--- src/hw/rtl/stfb_pkg.sv ---
// ----------------------------------------------------------------------------
// stfb_pkg
// Shared widths, reset values and register indexes for the frame blend.
// ----------------------------------------------------------------------------
package stfb_pkg;

  localparam int PIX_W   = 32;
  localparam int NBYTES  = 4;
  localparam int THR_W   = 7;
  localparam int WGT_W   = 8;

  localparam logic [THR_W-1:0] LOW_RST  = 7'd4;
  localparam logic [THR_W-1:0] HIGH_RST = 7'd8;

  localparam logic [7:0] CENTER  = 8'd128;
  localparam logic [7:0] WGT_MAX = 8'd255;

  typedef enum logic [0:0] {
    CFG_LOW  = 1'b0,
    CFG_HIGH = 1'b1
  } cfg_idx_t;

endpackage

--- src/hw/rtl/stfb_if.sv ---
// ----------------------------------------------------------------------------
// stfb_in_if / stfb_out_if
// Valid/ready channels carrying the pixel beats into and out of the blend.
// ----------------------------------------------------------------------------
interface stfb_in_if;
  import stfb_pkg::*;

  logic             valid;
  logic             ready;
  logic [PIX_W-1:0] diff_pixel;
  logic [PIX_W-1:0] cur_pixel;
  logic [PIX_W-1:0] next_pixel;

  modport source (output valid, output diff_pixel, output cur_pixel, output next_pixel,
                  input ready);
  modport sink   (input valid, input diff_pixel, input cur_pixel, input next_pixel,
                  output ready);
endinterface

interface stfb_out_if;
  import stfb_pkg::*;

  logic             valid;
  logic             ready;
  logic [PIX_W-1:0] out_pixel;
  logic [WGT_W-1:0] blend_weight;

  modport source (output valid, output out_pixel, output blend_weight, input ready);
  modport sink   (input valid, input out_pixel, input blend_weight, output ready);
endinterface

--- src/hw/rtl/soft_threshold_frame_blend.sv ---
// ----------------------------------------------------------------------------
// soft_threshold_frame_blend
// Motion adaptive blend of a current pixel toward the next frame's pixel.
//
// Input channel in_if carries one beat per pixel: diff_pixel (four bytes
// centered on 128), cur_pixel and next_pixel. Output channel out_if returns
// one beat per input beat, in order: out_pixel and blend_weight.
// The weight is the ramp of the largest byte distance from 128 between the
// low and high thresholds, written on the cfg_ port (index 0 low, 1 high)
// while no beats are in flight.
// Eight register stages: distance max, ramp setup, four stages of a radix-4
// restoring divider (two quotient bits each), blend multiply, select/output.
// A beat accepted into stage 0 is presented on out_if from stage 7.
// Throughput is one beat per cycle while out_if does not stall; the divider
// and multiplier lanes are fully pipelined.
// Each stage holds its beat when the next one is full, so out_if stalls
// back up stage by stage and bubbles are squeezed out; in_if.ready drops
// only once all eight stages hold beats.
// Synchronous reset empties the pipeline and loads thresholds 4 and 8.
// ----------------------------------------------------------------------------
module soft_threshold_frame_blend (
  input  logic                           clk,
  input  logic                           rst_n,
  stfb_in_if.sink                        in_if,
  stfb_out_if.source                     out_if,
  input  logic                           cfg_we,
  input  stfb_pkg::cfg_idx_t             cfg_index,
  input  logic [stfb_pkg::THR_W-1:0]     cfg_wdata
);
  import stfb_pkg::*;

  localparam int NSTG = 8;
  localparam int NDIV = 4;

  logic [THR_W-1:0] low_r;
  logic [THR_W-1:0] high_r;

  logic [NSTG-1:0] v_r;
  logic [NSTG-1:0] ld;

  // stage 0
  logic [7:0]       dmax_nxt;
  logic [7:0]       dmax_r;
  // stages 0..5 pixel carry
  logic [PIX_W-1:0] cur_r [0:5];
  logic [PIX_W-1:0] nxt_r [0:5];
  // stages 1..5 divider
  logic [14:0]      rem_r  [1:5];
  logic [7:0]       q_r    [1:5];
  logic [6:0]       span_r [1:5];
  logic             zero_r [1:5];
  logic             full_r [1:5];
  // stage 6
  logic signed [18:0] prod_r [0:NBYTES-1];
  logic [PIX_W-1:0]   cur6_r;
  logic [PIX_W-1:0]   nxt6_r;
  logic [WGT_W-1:0]   w6_r;
  // stage 7
  logic [PIX_W-1:0]   pix7_r;
  logic [WGT_W-1:0]   w7_r;

  // configuration
  always_ff @(posedge clk) begin
    if (!rst_n) begin
      low_r  <= LOW_RST;
      high_r <= HIGH_RST;
    end else if (cfg_we) begin
      case (cfg_index)
        CFG_LOW:  low_r  <= cfg_wdata;
        CFG_HIGH: high_r <= cfg_wdata;
        default: ;
      endcase
    end
  end

  // stage load enables
  always_comb begin
    ld[NSTG-1] = !v_r[NSTG-1] || out_if.ready;
    for (int k = NSTG-2; k >= 0; k--) begin
      ld[k] = !v_r[k] || ld[k+1];
    end
  end

  always_ff @(posedge clk) begin
    if (!rst_n) begin
      v_r <= '0;
    end else begin
      if (ld[0]) begin
        v_r[0] <= in_if.valid;
      end
      for (int k = 1; k < NSTG; k++) begin
        if (ld[k]) begin
          v_r[k] <= v_r[k-1];
        end
      end
    end
  end

  assign in_if.ready = ld[0];

  // stage 0: largest distance from center
  always_comb begin
    logic [7:0] b;
    logic [7:0] d;
    dmax_nxt = '0;
    for (int k = 0; k < NBYTES; k++) begin
      b = in_if.diff_pixel[8*k +: 8];
      d = b[7] ? (b - CENTER) : (CENTER - b);
      if (d > dmax_nxt) begin
        dmax_nxt = d;
      end
    end
  end

  always_ff @(posedge clk) begin
    if (ld[0]) begin
      dmax_r   <= dmax_nxt;
      cur_r[0] <= in_if.cur_pixel;
      nxt_r[0] <= in_if.next_pixel;
    end
  end

  // stage 1: ramp region and dividend
  logic [7:0]  hi_eff;
  logic [6:0]  x1;
  logic [14:0] num1;
  logic [6:0]  span1;

  always_comb begin
    hi_eff = (high_r == low_r) ? ({1'b0, low_r} + 8'd1) : {1'b0, high_r};
    x1     = 7'(dmax_r - {1'b0, low_r});
    span1  = 7'(hi_eff - {1'b0, low_r});
    num1   = {x1, 8'h00} - 15'(x1);
  end

  always_ff @(posedge clk) begin
    if (ld[1]) begin
      zero_r[1] <= (dmax_r <= {1'b0, low_r});
      full_r[1] <= (dmax_r > hi_eff);
      rem_r[1]  <= num1;
      q_r[1]    <= '0;
      span_r[1] <= span1;
      cur_r[1]  <= cur_r[0];
      nxt_r[1]  <= nxt_r[0];
    end
  end

  // stages 2..5: two quotient bits per stage
  for (genvar j = 0; j < NDIV; j++) begin : g_div
    localparam int SH = 2*(NDIV-1-j) + 1;
    logic [14:0] dh;
    logic [14:0] dl;
    logic [14:0] t1;
    logic [14:0] t2;
    logic        b1;
    logic        b2;

    always_comb begin
      dh = 15'(span_r[j+1]) << SH;
      dl = 15'(span_r[j+1]) << (SH-1);
      b1 = rem_r[j+1] >= dh;
      t1 = b1 ? (rem_r[j+1] - dh) : rem_r[j+1];
      b2 = t1 >= dl;
      t2 = b2 ? (t1 - dl) : t1;
    end

    always_ff @(posedge clk) begin
      if (ld[j+2]) begin
        rem_r[j+2]  <= t2;
        q_r[j+2]    <= {q_r[j+1][5:0], b1, b2};
        span_r[j+2] <= span_r[j+1];
        zero_r[j+2] <= zero_r[j+1];
        full_r[j+2] <= full_r[j+1];
        cur_r[j+2]  <= cur_r[j+1];
        nxt_r[j+2]  <= nxt_r[j+1];
      end
    end
  end

  // stage 6: weight and per-byte products
  logic [WGT_W-1:0] w5;
  logic [8:0]       a5;
  assign w5 = zero_r[5] ? '0 : (full_r[5] ? WGT_MAX : q_r[5]);
  assign a5 = {1'b0, w5} + 9'd1;

  for (genvar k = 0; k < NBYTES; k++) begin : g_mul
    logic signed [8:0] dn;
    assign dn = $signed({1'b0, nxt_r[5][8*k +: 8]}) - $signed({1'b0, cur_r[5][8*k +: 8]});

    always_ff @(posedge clk) begin
      if (ld[6]) begin
        prod_r[k] <= $signed({1'b0, a5}) * dn;
      end
    end
  end

  always_ff @(posedge clk) begin
    if (ld[6]) begin
      cur6_r <= cur_r[5];
      nxt6_r <= nxt_r[5];
      w6_r   <= w5;
    end
  end

  // stage 7: floor shift, add, select
  logic [PIX_W-1:0] pix_nxt;

  always_comb begin
    logic signed [18:0] sh;
    logic [PIX_W-1:0]   mix;
    mix = '0;
    for (int k = 0; k < NBYTES; k++) begin
      sh = prod_r[k] >>> 8;
      mix[8*k +: 8] = cur6_r[8*k +: 8] + sh[7:0];
    end
    if (w6_r == '0) begin
      pix_nxt = cur6_r;
    end else if (w6_r == WGT_MAX) begin
      pix_nxt = nxt6_r;
    end else begin
      pix_nxt = mix;
    end
  end

  always_ff @(posedge clk) begin
    if (ld[7]) begin
      pix7_r <= pix_nxt;
      w7_r   <= w6_r;
    end
  end

  assign out_if.valid        = v_r[NSTG-1];
  assign out_if.out_pixel    = pix7_r;
  assign out_if.blend_weight = w7_r;

  // checks
  a_div_rem: assert property (@(posedge clk) disable iff (!rst_n)
    v_r[5] && !zero_r[5] && !full_r[5] |-> rem_r[5] < 15'(span_r[5]))
    else $error("divider remainder not below span");

  // both regions only when high sits below low
  a_region_excl: assert property (@(posedge clk) disable iff (!rst_n)
    v_r[1] && zero_r[1] && full_r[1] |-> high_r < low_r)
    else $error("zero and full regions both set with a ramp");

  a_accept_lands: assert property (@(posedge clk) disable iff (!rst_n)
    in_if.valid && in_if.ready |=> v_r[0])
    else $error("accepted beat missing from first stage");

  a_hold_stall: assert property (@(posedge clk) disable iff (!rst_n)
    v_r[6] && !ld[6] |=> v_r[6] && $stable(w6_r))
    else $error("stalled blend stage lost its beat");

endmodule

--- src/flat_wrapper.sv ---
// flat-port wrapper written by rule: the top's interface ports become plain ports
module soft_threshold_frame_blend_flat import stfb_pkg::*;
  (clk, rst_n, cfg_we, cfg_index, cfg_wdata, in_if_valid, in_if_diff_pixel, in_if_cur_pixel, in_if_next_pixel, in_if_ready, out_if_valid, out_if_out_pixel, out_if_blend_weight, out_if_ready);
  stfb_in_if in_if_i ();
  stfb_out_if out_if_i ();
  input  logic clk;
  input  logic rst_n;
  input  logic cfg_we;
  input  stfb_pkg::cfg_idx_t cfg_index;
  input  logic [stfb_pkg::THR_W-1:0] cfg_wdata;
  input wire logic [$bits(in_if_i.valid)-1:0] in_if_valid;
  input wire logic [$bits(in_if_i.diff_pixel)-1:0] in_if_diff_pixel;
  input wire logic [$bits(in_if_i.cur_pixel)-1:0] in_if_cur_pixel;
  input wire logic [$bits(in_if_i.next_pixel)-1:0] in_if_next_pixel;
  output wire logic [$bits(in_if_i.ready)-1:0] in_if_ready;
  output wire logic [$bits(out_if_i.valid)-1:0] out_if_valid;
  output wire logic [$bits(out_if_i.out_pixel)-1:0] out_if_out_pixel;
  output wire logic [$bits(out_if_i.blend_weight)-1:0] out_if_blend_weight;
  input wire logic [$bits(out_if_i.ready)-1:0] out_if_ready;
  assign in_if_i.valid = in_if_valid;
  assign in_if_i.diff_pixel = in_if_diff_pixel;
  assign in_if_i.cur_pixel = in_if_cur_pixel;
  assign in_if_i.next_pixel = in_if_next_pixel;
  assign in_if_ready = in_if_i.ready;
  assign out_if_valid = out_if_i.valid;
  assign out_if_out_pixel = out_if_i.out_pixel;
  assign out_if_blend_weight = out_if_i.blend_weight;
  assign out_if_i.ready = out_if_ready;
  soft_threshold_frame_blend u_core (.clk(clk), .rst_n(rst_n), .in_if(in_if_i), .out_if(out_if_i), .cfg_we(cfg_we), .cfg_index(cfg_index), .cfg_wdata(cfg_wdata));
endmodule
--- config.mk ---
export PLATFORM = sky130hd
export DESIGN_NAME = soft_threshold_frame_blend_flat
export DESIGN_NICKNAME = d
export VERILOG_FILES = /design/src/hw/rtl/stfb_pkg.sv /design/src/hw/rtl/stfb_if.sv /design/src/hw/rtl/soft_threshold_frame_blend.sv /design/src/flat_wrapper.sv
export SDC_FILE = /design/constraint.sdc
export NUM_CORES = 1
export LEC_CHECK = 0
export ABC_AREA = 1
export BUFFER_PORTS_ARGS = -buffer_cell sky130_fd_sc_hd__buf_2
export CORE_MARGIN = 2
export CORE_UTILIZATION = 55
export CTS_BUF_LIST = sky130_fd_sc_hd__clkbuf_8 sky130_fd_sc_hd__clkbuf_16
export DETAILED_ROUTE_END_ITERATION = 16
export PLACE_DENSITY = 0.71
export SLEW_MARGIN = 15
export SYNTH_ARGS = -nofsm -noshare
export SYNTH_HDL_FRONTEND = slang
export SYNTH_SLANG_ARGS = --single-unit
--- constraint.sdc ---
create_clock -name clk -period 31.7 [get_ports clk]
set_input_delay 6.34 -clock clk [delete_from_list [all_inputs] [get_ports clk]]
set_output_delay 6.34 -clock clk [all_outputs]
set_load 0.05 [all_outputs]
==> flow_metrics.py, run 1 <==
metrics = {
    "status": {
        "status": "complete, no violations",
    },
    "place": {
        "port_buffers": 150,
        "dp_hpwl_um": 58900,
        "place_congestion": 0.903,
        "placed_cells": 4794,
        "place_area_um2": 41600,
    },
    "synthesis": {
        "yosys.area.top_type": "edfxtp_1",
        "synth.distinct_cells": 59,
        "synthDominantCellAreaShare_pct": 49.4,
        "synthTopCellsByArea": "edfxtp_1, fa_1, ha_1, nand2_1, inv_1",
        "synthesis.nets": 4362,
        "synth_ff_type": "edfxtp_1",
        "ys_seq_elements": 676,
        "yosys.cell_count.top_type": "nand2_1",
        "async_flop_share_pct": 0,
        "yosysWarnings": 0,
        "syn-cell-area_um2": 39800,
        "synth_edf_count": 654,
        "yosysSeqAreaShare_pct": 50.5,
        "syn_avg_cell_area_um2": 10.7,
        "ys_top_cells_by_count": "nand2_1, edfxtp_1, inv_1, ha_1, nor2_1",
        "syn_inst": 3731,
    },
    "timing": {
        "skew_ns": 0.0293,
        "setup_viol": 0,
        "fin_setup_tns_ns": 0,
        "final_max_slew_viol_count": 0,
        "hold_viol_final": 0,
        "worstMarginPinSlew_ns": 1.11,
        "grt_setup_unrepaired": "no",
        "slew_headroom_pct": 25.8,
        "finalCriticalPeriod_ns": 16.40,
        "fmax_ghz": 0.0610,
        "finalCritPeriodShare_pct": 51.7,
    },
    "setup_path": {
        "setup.worst_path.start_class": "primary input",
        "arrival_ns": 10.06,
        "r2r-start": "u_core.full_r[0][5]",
        "crit_fanout": 42,
        "critPathLaunch": "out_if_ready",
        "crit_required_ns": 25.36,
        "r2r_setup_slack_ns": 24.32,
        "end_kind": "output port",
        "worst-setup-path-type": "primary input to output port",
        "r2r.worst_path.cells": 24,
    },
    "final_layout": {
        "final_nets": 4544,
        "num-fill-cells": 5676,
        "layout.cells.non_filler": 4920,
        "synthToLayoutAreaGrowth_pct": 10.5,
        "seq_area_um2": 20100,
        "layout-drive-gt1-share_pct": 8.30,
        "multi_input_area_um2": 17000,
        "fin_util_pct": 61.4,
        "fin_area_um2": 43900,
    },
    "floorplanning": {
        "coreArea_um2": 71500,
        "ioPinCount": 151,
        "start_util_pct": 55.6,
        "die_area_um2": 74500,
        "rows": 98,
        "die_w_um": 273,
        "fp.dieH_um": 273,
    },
    "detailed_routing": {
        "vias": 25796,
        "first_iter_violations": 1751,
        "ant_nets": 0,
        "post_drt_via_cell_ratio": 5.24,
        "drt-total-wl_um": 79500,
        "drcViolationCount": 0,
        "dr.pass1.iters": 7,
        "wl_per_cell_um": 16.2,
    },
    "hold_path": {
        "min_path_cells": 0,
        "min_path_type": "flip-flop to flip-flop",
        "hold_path.startpoint": "u_core.nxt_r[1][22]",
    },
    "global_routing": {
        "track_usage_pct": 22.0,
        "grt_util_met2_pct": 33.0,
        "grtUsageMet1_pct": 32.4,
        "grtUsageMet3_pct": 4.60,
        "top_usage_layer": "met2",
        "grt-ovfl-total": 0,
        "grt_pass1_wl_um": 130000,
        "grt_max_degree": 89,
        "antenna_found_initial": 8,
        "grt_pass1_vias": 25059,
    },
    "clock_tree": {
        "cts_buffers": 67,
        "cts_buffer_depth": 3,
        "htreeDepth": 3,
        "ctsHoldBuffers": 0,
        "clock_latency_ns": 0.62,
        "ctsResizeCount": 0,
        "clock_sinks": 676,
        "cts_root_buf": "clkbuf_16",
        "cts_setup_buffers": 0,
        "cts_tree": "yes",
        "clkSlewWorstSetupHoldPaths_ns": 0.06,
    },
    "flow_run": {
        "drv_cap": 0,
    },
}
[logic make-up (layout without fill, tap and decap cells)]
logic type	after synthesis	in the layout	share of synthesized area, %
mux	1	1	0.0283
buf+inv	702	936	6.70
fa+ha+maj	522	522	20.4
simple gates	1253	1253	13.1
xor+xnor	139	139	3.06
compound gates	438	438	6.14
other cells	0	5	0
flops	676	676	50.5
[placed cells by master (no fill, tap or decap), types with 67 or more instances in the layout]
| cell type | synthesis | layout |
|---|---|---|
| nand3_1 | 122 | 122 |
| inv_1 | 637 | 641 |
| clkbuf_16 | 0 | 67 |
| buf_2 | 4 | 150 |
| xor2_1 | 97 | 97 |
| nor2_1 | 287 | 287 |
| ha_1 | 309 | 309 |
| fa_1 | 213 | 213 |
| a21oi_1 | 166 | 166 |
| edfxtp_1 | 654 | 654 |
| o21ai_0 | 158 | 158 |
| nand2_1 | 712 | 710 |
[worst paths after layout]
path / end
min: u_core.nxt_r[2][22]
max reg2reg: u_core.prod_r[0][12]
max: in_if_ready
min reg2reg: u_core.nxt_r[2][22]
[cell type report]
type	instances	share of cell area [%]
inverters	646	5.54
flip-flops and latches	676	45.7
multi-input cells	2353	38.8
well taps	950	2.71
clock inverters	54	1.38
repair buffers	169	2.03
clock buffers	67	3.82
diodes	5	0.0285
[routing by layer]
| layer | vias up | wire (µm) |
|---|---|---|
| met5 | - | 67 |
| met4 | 12 | 1820 |
| met3 | 130 | 5750 |
| met2 | 743 | 34600 |
| met1 | 12150 | 37200 |
| li1 | 12761 | - |
[through the flow]
stage / hold slack [ns] / setup WS, ns
floorplan: 0.400 / 7.93
global placement: 0.400 / 15.31
detailed placement: 0.405 / 15.27
CTS: 0.406 / 15.23
global route: 0.410 / 14.85
finish: 0.402 / 15.30
[registers in the layout, indices dropped and copies added, names as in the netlist, 28 cells and up]
signal                   count
u_core.cur6_r               32
u_core.cur_r               192
u_core.nxt6_r               32
u_core.nxt_r               192
u_core.out_if.out_pixel     32
u_core.prod_r               32
u_core.rem_r                60
u_core.span_r               28
[worst max-delay path, cell delays in order]
cell,delay [ns]
buf_2,0.14
nor2_1,0.13
inv_2,0.41
nor2_1,0.34
inv_4,0.24
nor2_1,0.19
inv_2,0.05
nor2_1,0.13
clkinv_2,0.48
nor2_1,0.51
nand2_4,0.34
nor2_1,0.39
nand2_4,0.13
buf_2,0.24
Power of run 1 is left out: the tool's default activity adds up to more than one toggle a clock period on the data nets, which glitch-free logic cannot reach.
==> run 2: changes to the inputs <==
--- a/config.mk
+++ b/config.mk
@@ -11,7 +11,7 @@
 export CORE_UTILIZATION = 55
 export CTS_BUF_LIST = sky130_fd_sc_hd__clkbuf_8 sky130_fd_sc_hd__clkbuf_16
 export DETAILED_ROUTE_END_ITERATION = 16
-export PLACE_DENSITY = 0.71
+export PLACE_DENSITY = 0.74
 export SLEW_MARGIN = 15
 export SYNTH_ARGS = -nofsm -noshare
 export SYNTH_HDL_FRONTEND = slang
==> constraint.sdc (replaced) <==
create_clock -name clk -period 14.58 [get_ports clk]
set_input_delay 2.916 -clock clk [delete_from_list [all_inputs] [get_ports clk]]
set_output_delay 2.916 -clock clk [all_outputs]
set_load 0.05 [all_outputs]
==> flow_metrics.py, run 2 (synthesized netlist as in run 1, its figures left out) <==
metrics = {
    "place": {
        "port_buffers": 150,
        "pre_cts_slack_ns": 4.18,
        "dp_hpwl_um": 59700,
        "place_congestion": 0.909,
    },
    "timing": {
        "finalCritPeriodShare_pct": 70.9,
        "hold_viol_final": 0,
        "fin_setup_tns_ns": 0,
        "hold_ws_ns": 0.408,
        "fmax_ghz": 0.0967,
        "final_max_slew_viol_count": 0,
        "setup_viol": 0,
        "finalCriticalPeriod_ns": 10.34,
        "slew_headroom_pct": 27.4,
        "setup_slack_ns": 4.24,
        "skew_ns": 0.0296,
        "grt_setup_unrepaired": "no",
        "worstMarginPinSlew_ns": 1.09,
    },
    "clock_tree": {
        "cts_setup_buffers": 0,
        "cts_root_buf": "clkbuf_16",
        "htreeDepth": 3,
        "ctsHoldBuffers": 0,
        "cts_tree": "yes",
        "ctsResizeCount": 0,
        "clock_latency_ns": 0.62,
        "cts_buffers": 69,
        "cts_buffer_depth": 3,
        "clkSlewWorstSetupHoldPaths_ns": 0.06,
        "clock_sinks": 676,
    },
    "floorplanning": {
        "coreArea_um2": 71500,
        "die_area_um2": 74500,
        "ioPinCount": 151,
        "rows": 98,
        "die_w_um": 273,
        "fp.dieH_um": 273,
        "start_util_pct": 55.6,
    },
    "detailed_routing": {
        "ant_nets": 0,
        "first_iter_violations": 1834,
        "drcViolationCount": 0,
        "post_drt_via_cell_ratio": 5.26,
        "drt-total-wl_um": 80100,
        "wl_per_cell_um": 16.3,
        "vias": 25876,
        "dr.pass1.iters": 5,
    },
    "final_layout": {
        "final_nets": 4548,
        "num-fill-cells": 5589,
        "synthToLayoutAreaGrowth_pct": 10.3,
        "mostFrequentLayoutCells": "nand2_1, edfxtp_1, inv_1, ha_1, nor2_1",
        "top_regs": "u_core.cur_r: 192 flops, u_core.nxt_r: 192 flops, u_core.rem_r: 60 flops",
        "layout-drive-gt1-share_pct": 8.19,
        "layout_commonest_cell": "nand2_1",
    },
    "global_routing": {
        "track_usage_pct": 22.1,
        "grt-ovfl-total": 0,
        "grt_pass1_wl_um": 131000,
        "antenna_found_initial": 5,
        "grt_pass1_vias": 25789,
        "grt_max_degree": 93,
    },
    "setup_path": {
        "r2r_setup_slack_ns": 7.04,
        "crit_required_ns": 11.66,
        "setup.worst_path.start_class": "primary input",
        "worst-setup-path-type": "primary input to output port",
        "crit_fanout": 44,
        "end_kind": "output port",
        "arrival_ns": 7.42,
    },
    "flow_run": {
        "drv_cap": 0,
    },
    "hold_path": {
        "min_path_type": "flip-flop to flip-flop",
    },
    "status": {
        "status": "complete, no violations",
    },
}
==> run 2: changes by cell type in the layout (fill, tap and decap cells not counted), sizes merged <==
cell / delta
clkinv: -3
clkbuf: +6
inv: +5
bufinv: -4
buf: +2
diode: -3
clkinvlp: -2
==> run 2: worst max-delay path, cell delays in order <==
cell and delay [ns]:
buf_2 0.10, nor2_1 0.12, inv_2 0.40, nor2_1 0.34, clkinvlp_4 0.61, nor2_1 0.35, inv_2 0.06, nor2_1 0.13
clkinv_2 0.58, nor2_1 0.61, nand2_4 0.39, nor2_1 0.42, nand2_4 0.12, buf_2 0.24
==> run 2: final timing paths <==
check	start	to	cells past startpoint
setup / recovery	out_if_ready	in_if_ready	14
hold / removal	u_core.nxt_r[1][19]	u_core.nxt_r[2][19]	0
setup reg to reg	u_core.zero_r[0][5]	u_core.prod_r[0][12]	27
hold reg to reg	u_core.nxt_r[1][19]	u_core.nxt_r[2][19]	0
==> run 2: metal layers <==
| layer | vias up | share of wire (%) | global-route usage [%] |
|---|---|---|---|
| li1 | 12740 | - | - |
| met1 | 12249 | 44 | 30.5 |
| met2 | 737 | 46 | 35.1 |
| met3 | 144 | 7.3 | 4.84 |
| met4 | 6 | 2.5 | 7.26 |
| met5 | - | 0.040 | 0 |
==> run 2: stage by stage <==
stage	cell area, µm²	std cells	utilization (%)
6_report	43900	4921	61.4
5_1_grt	43900	4920	61.4
4_1_cts	43900	4919	61.4
3_5_place_dp	41600	4796	58.3
3_3_place_gp	41600	4796	58.3
2_1_floorplan	39800	3731	-
==> run 2: cell type report <==
type | count | area (µm²) | share of cell area [%]
Antenna cell | 2 | 5.00 | 0.0114
Multi-Input combinational cell | 2353 | 17000 | 38.8
Clock inverter | 50 | 427 | 0.972
Clock buffer | 73 | 1790 | 4.09
Sequential cell | 676 | 20100 | 45.8
Tap cell | 950 | 1190 | 2.71
Timing Repair Buffer | 171 | 912 | 2.08
Inverter | 646 | 2430 | 5.55
Power of run 2 is left out for the same reason.
